**src/rtl/core/bb3_pkg.sv**
```systemverilog
// ----------------------------------------------------------------------------
// bb3_pkg
// Shared types, constants and the reciprocal table of the 3x3 box blur.
// ----------------------------------------------------------------------------
package bb3_pkg;

   localparam int DEF_MAX_WIDTH = 1024;
   localparam int MAX_HEIGHT    = 4096;
   localparam int ROW_W         = 12;
   localparam logic [ROW_W-1:0] ROW_MAX = 12'd4095;

   localparam int WIDTH_REG_W  = 11;
   localparam int HEIGHT_REG_W = 13;
   localparam logic [WIDTH_REG_W-1:0]  WIDTH_RESET  = 11'd640;
   localparam logic [HEIGHT_REG_W-1:0] HEIGHT_RESET = 13'd480;

   // register index carried by address bit 2 (byte address 4*i)
   localparam logic REG_IMAGE_WIDTH  = 1'b0;
   localparam logic REG_IMAGE_HEIGHT = 1'b1;

   localparam int PIX_W   = 24;
   localparam int SUM_W   = 12;   // up to nine times 255
   localparam int NUM_W   = 13;   // 2*sum + n
   localparam int RECIP_W = 20;
   localparam int RECIP_SHIFT = 20;

   typedef struct packed {
      logic [7:0] red;
      logic [7:0] green;
      logic [7:0] blue;
   } pixel_type;

   typedef struct packed {
      logic capture;   // latch the accepted item
      logic mem_rd;    // read both line stores
      logic update;    // shift window, write stores, advance counters
      logic load_out;  // finish divide into the output register
   } cmd_type;

   typedef struct packed {
      logic match;     // offered item fits the frame phase
      logic emit;      // current item yields a result
   } status_type;

   // ceil(2^20 / (2n)) for the neighbour counts that can occur
   function automatic logic [RECIP_W-1:0] recip(input logic [3:0] n);
      logic [RECIP_W-1:0] m;
      case (n)
         4'd1:    m = 20'd524288;
         4'd2:    m = 20'd262144;
         4'd3:    m = 20'd174763;
         4'd4:    m = 20'd131072;
         4'd6:    m = 20'd87382;
         4'd9:    m = 20'd58255;
         default: m = 20'd0;
      endcase
      return m;
   endfunction

endpackage

```
**src/rtl/core/bb3_ctrl.sv**
```systemverilog
// ----------------------------------------------------------------------------
// bb3_ctrl
// Sequencer: accept, read line stores, update window, divide, hand off.
// ----------------------------------------------------------------------------
module bb3_ctrl
   import bb3_pkg::*;
(
   input  logic       clock,
   input  logic       reset,
   input  logic       req_tvalid,
   output logic       req_tready,
   output logic       rsp_tvalid,
   input  logic       rsp_tready,
   input  status_type stat,
   output cmd_type    cmd
);

   typedef enum logic [3:0] {
      S_IDLE = 4'b0001,
      S_READ = 4'b0010,
      S_SUM  = 4'b0100,
      S_DIV  = 4'b1000
   } state_type;

   state_type state_ff, state_in;
   logic      valid_ff, valid_in;

   assign req_tready = (state_ff == S_IDLE);
   assign rsp_tvalid = valid_ff;

   // next state and commands
   always_comb begin
      state_in = state_ff;
      cmd      = '0;
      unique case (state_ff)
         S_IDLE: begin
            if (req_tvalid && stat.match) begin
               cmd.capture = 1'b1;
               state_in    = S_READ;
            end
         end
         S_READ: begin
            cmd.mem_rd = 1'b1;
            state_in   = S_SUM;
         end
         S_SUM: begin
            cmd.update = 1'b1;
            state_in   = stat.emit ? S_DIV : S_IDLE;
         end
         S_DIV: begin
            if (!valid_ff || rsp_tready) begin
               cmd.load_out = 1'b1;
               state_in     = S_IDLE;
            end
         end
         default: state_in = S_IDLE;
      endcase
   end

   // output register occupancy
   always_comb begin
      if (cmd.load_out) begin
         valid_in = 1'b1;
      end else if (rsp_tready) begin
         valid_in = 1'b0;
      end else begin
         valid_in = valid_ff;
      end
   end

   always_ff @(posedge clock) begin
      if (reset) begin
         state_ff <= S_IDLE;
         valid_ff <= 1'b0;
      end else begin
         state_ff <= state_in;
         valid_ff <= valid_in;
      end
   end

endmodule

```
**config.mk**
```make
export PLATFORM = sky130hd
export DESIGN_NAME = bb3_ctrl
export DESIGN_NICKNAME = d
export VERILOG_FILES = /design/src/rtl/core/bb3_pkg.sv /design/src/rtl/core/bb3_ctrl.sv
export SDC_FILE = /design/constraint.sdc
export NUM_CORES = 1
export LEC_CHECK = 0
export ABC_AREA = 1
export BUFFER_PORTS_ARGS = -buffer_cell sky130_fd_sc_hd__buf_4
export CORE_AREA = 2 2 39 41
export CTS_BUF_LIST = sky130_fd_sc_hd__clkbuf_16
export DETAILED_ROUTE_END_ITERATION = 8
export DIE_AREA = 0 0 41 43
export PLACE_DENSITY_LB_ADDON = 0.12
export SLEW_MARGIN = 20
export SYNTH_ARGS = -nofsm -noshare
export SYNTH_HDL_FRONTEND = slang
export SYNTH_SLANG_ARGS = --single-unit
```
**constraint.sdc**
```tcl
create_clock -name clock -period 1.5 [get_ports clock]
set_clock_uncertainty 0.2 [all_clocks]
set_input_delay 0.45 -clock clock [delete_from_list [all_inputs] [get_ports clock]]
set_output_delay 0.45 -clock clock [all_outputs]
set_load 0.01 [all_outputs]
```
Word level (Yosys, flattened, before mapping):

Cells that the tools add are included.

* logic and storage cells: 25
* output and inout port bits: 6
* bits in registers: 5

* muxes and demuxes: 12
* reduce and logical (&&, ||, !) cells: 5
* equality and inequality tests: 6

Operators with widths (number)
* case mux 4 bit (4 select lines): 1
* 2-to-1 mux 4 bit: 3
* 2-to-1 mux 1 bit: 8
* == test 4 x 1 -> 1 bit (second input constant): 1
* == test 4 x 2 -> 1 bit (second input constant): 1
* == test 4 x 3 -> 1 bit (second input constant): 1
* == test 4 bit (second input constant): 1
* inequality test 2 x 1 -> 1 bit (second input constant): 1
* inequality test 2 bit (second input constant): 1
* AND reduction 2 bit: 1
* nonzero test 2 bit: 1
* logical AND 1 bit: 1
* zero test 1 bit: 1
* logical OR 1 bit: 1

Depth between registers and ports, before layout:

* word-level depth: 5
* mapped depth: 8
* gate-level depth less buffers: 8

Worst setup path before layout:

OpenSTA, ideal clock, no wires.

* path type: input port to output port
* start point: input port rsp_tready
* end point: output port cmd[0] (netlist name)
* setup slack: 0.048 ns
* required time: 0.850 ns
* path buffers: 1
* arrival: 0.802 ns
* stages on the path: 3
* path through: nor2_1 nor2_1 buf_4

RTL lines
* start: declaration: RTL line bb3_ctrl.sv:13 `input logic rsp_tready,`
* end: declaration: RTL line bb3_ctrl.sv:15 `output cmd_type cmd`

==> key figures <==
Placement
  • GP Congestion: 0.666
  • Port bufs: 11
  • Post-detail-place hpwl: 499 um
  • Placed cell count: 75

Synthesis
  • Post-synth top area share: 0.379
  • YS warnings: 0
  • EDFF count, synth: 0
  • Post-synth ARST share: 0
  • Synth Flop Type: dfxtp_1
  • Post-synthesis sequential area ratio: 0.379
  • Most common cell in the netlist: nand2_1
  • Synth Cell Area: 264 um^2
  • Mapped Cells: 45
  • Mapped Nets: 51
  • Count of different cell masters after synthesis: 10
  • FF+latch count, synth: 5
  • Synthesized area per cell: approximately 5.9 um^2
  • Post-synth top cells: nand2_1 (11), inv_1 (10), nor2_1 (10)
  • Area contributors post-synth: dfxtp_1 (38%), nand2_1 (16%), inv_1 (14%)
  • Post-synth top area cell: dfxtp_1

Layout
  • Final Non-Filler Cells: 85
  • Area Growth Syn to Fin: 114%
  • Inserted Diodes: 0
  • Layout cells sized above 1: 0.580
  • Net count reported at finish: 76

Timing
  • Hold WS: between 0.2 and 0.25 ns
  • Period Utilization, post-route: 1.10
  • Slew Viols, Final: 0
  • Max transition margin: 0.893
  • RSZ-0062 raised after global routing: true
  • Fmax: 0.606 GHz
  • Min Tclk post-route: 1.65 ns
  • Fin worst setup slack: -0.149 ns
  • Final hold violations: 0
  • Worst slew pin tran: 0.161 ns
  • Final setup fails: 5

Flow run
  • Max-cap violation count: 0

Run status
  • Failing checks: negative setup slack
  • Outcome: finished, violations left

Clocking
  • TritonCTS clock tree: built
  • Clock Sinks: 5
  • Root Buffer: clkbuf_16
  • Worst-skew pair later-pin latency: about 0.23 ns
  • Inserted Clock Buffers: 3
  • Longest Clk Path Bufs: 2
  • Reg clk slew, reported paths: 0.03 ns
  • H-tree levels: 1

Route
  • Post-route ant nets: 0
  • Vias per cell: 3.93
  • TritonRoute pass-1 iters: 4
  • DR vias: 334
  • Routed wire length per instance: 8.34 um
  • Iter 0 DRT Violations: 4
  • Final wirelength: approximately 700 um
  • # DRC: 0

Setup path
  • CP Launch Type: register
  • CP required: 0.85 ns
  • Crit path arrival time: 1.00 ns
  • Critical-path maximum fanout: 3
  • Reg2reg setup slack: 0.14 ns
  • Crit Path Class: register to output port
  • CP Capture Type: output port

Worst hold path
  • Worst Hold Class: input port to register

GRT
  • First-pass GRT wire length: around 1100 um
  • Initial antenna violation count: 0
  • Pin count of the biggest net entering global routing: 6
  • Tot GR Track Use: 0.100
  • Vias in the first global route: 304
  • Congestion Overflow GR: 0

Floorplan
  • Die Width: 41 um
  • Die height: 43 um
  • IO Pins: 12
  • Initial Util: 0.191
  • Die ar.: around 0.0018 mm^2
  • Core area: approximately 0.0014 mm^2
  • Num rows: 14

Pwr
  • Cell Pwr Density: about 1200 mW/mm^2
  • Maximum VDD drop: between 0.5 and 0.6 mV
  • Leakage: around 0.00030 uW
==> per-layer routing <==
metal | vias to the layer above | part of all wire | track usage | routed length [um]
met3 | 2 | 0.048 | 0.0314 | 34
met2 | 10 | 0.48 | 0.134 | 343
met1 | 143 | 0.44 | 0.115 | 314
li1 | 179 | - | - | -
met4 | 0 | 0.024 | 0.100 | 17
met5 | - | 0 | 0 | 0
==> worst max-delay path, cell delays in order (launching register included) <==
cell	delay, ns
dfxtp_2	0.35
inv_2	0.06
nor2_4	0.09
nand2_2	0.08
nor2_2	0.08
buf_4	0.12
==> timing repair <==
| action | in CTS | in global routing |
|---|---|---|
| buffers inserted | 3 | 3 |
| endpoints found under the setup margin | 5 | 5 |
| hold buffers | 0 | 0 |
| gates resized for setup | 16 | 5 |
| pin swaps | 5 | 6 |
==> metrics by stage <==
step / total power [uW] / setup TNS (ns) / utilization / area, um^2 / setup slack, ns
after global routing: 688 / -0.917 / 0.409 / 566 / -0.220
after floorplan: 173 / 0 / - / 264 / 0.0484
after CTS: 647 / -0.715 / 0.382 / 528 / -0.178
after global placement: 208 / -0.0384 / 0.281 / 389 / -0.0356
final: 655 / -0.652 / 0.409 / 566 / -0.149
after detailed placement: 208 / -0.0493 / 0.281 / 389 / -0.0493
==> power breakdown <==
part / internal [uW] / switching, uW
Sequential: 136 / 6.82
Clock: 345 / 83.4
Combinational: 46.6 / 37.0
==> path summary, 6_finish.rpt <==
check	from	endpoint	cells after the start
worst max register to register	state_ff[0]	state_ff[0]	9
worst min-delay path	reset	state_ff[2]	2
worst max-delay path	state_ff[0]	cmd[3]	5
worst min register to register	state_ff[1]	state_ff[2]	3
==> flip-flops by register name (all words and copies together) (netlist names) <==
register and cells:
rsp_tvalid 1, state_ff 4
==> layout by cell type, fill, tap and decap left out, drive strengths merged <==
cell type / n
a21oi: 1
nor2: 11
buf: 21
nand2: 11
dfxtp: 5
clkbuf: 3
nand3: 4
nor3: 1
inv: 12
==> final cells by class <==
| cell class | count | area, um^2 |
|---|---|---|
| clock inverters | 1 | 3.75 |
| fillers | 151 | 818 |
| well taps | 16 | 20.0 |
| inverters | 11 | 41.3 |
| clock buffers | 3 | 75.1 |
| flip-flops and latches | 5 | 110 |
| repair buffers | 21 | 165 |
| multi-input cells | 28 | 150 |
==> kinds of logic after synthesis <==
kind of cell | count (synthesis) | synth area share
flip-flops | 5 | 0.379
AO/OA/AOI/OAI | 1 | 0.0189
AND/OR/NAND/NOR | 27 | 0.417
buffers and inverters | 12 | 0.185
(Power assumes the default switching activity.)
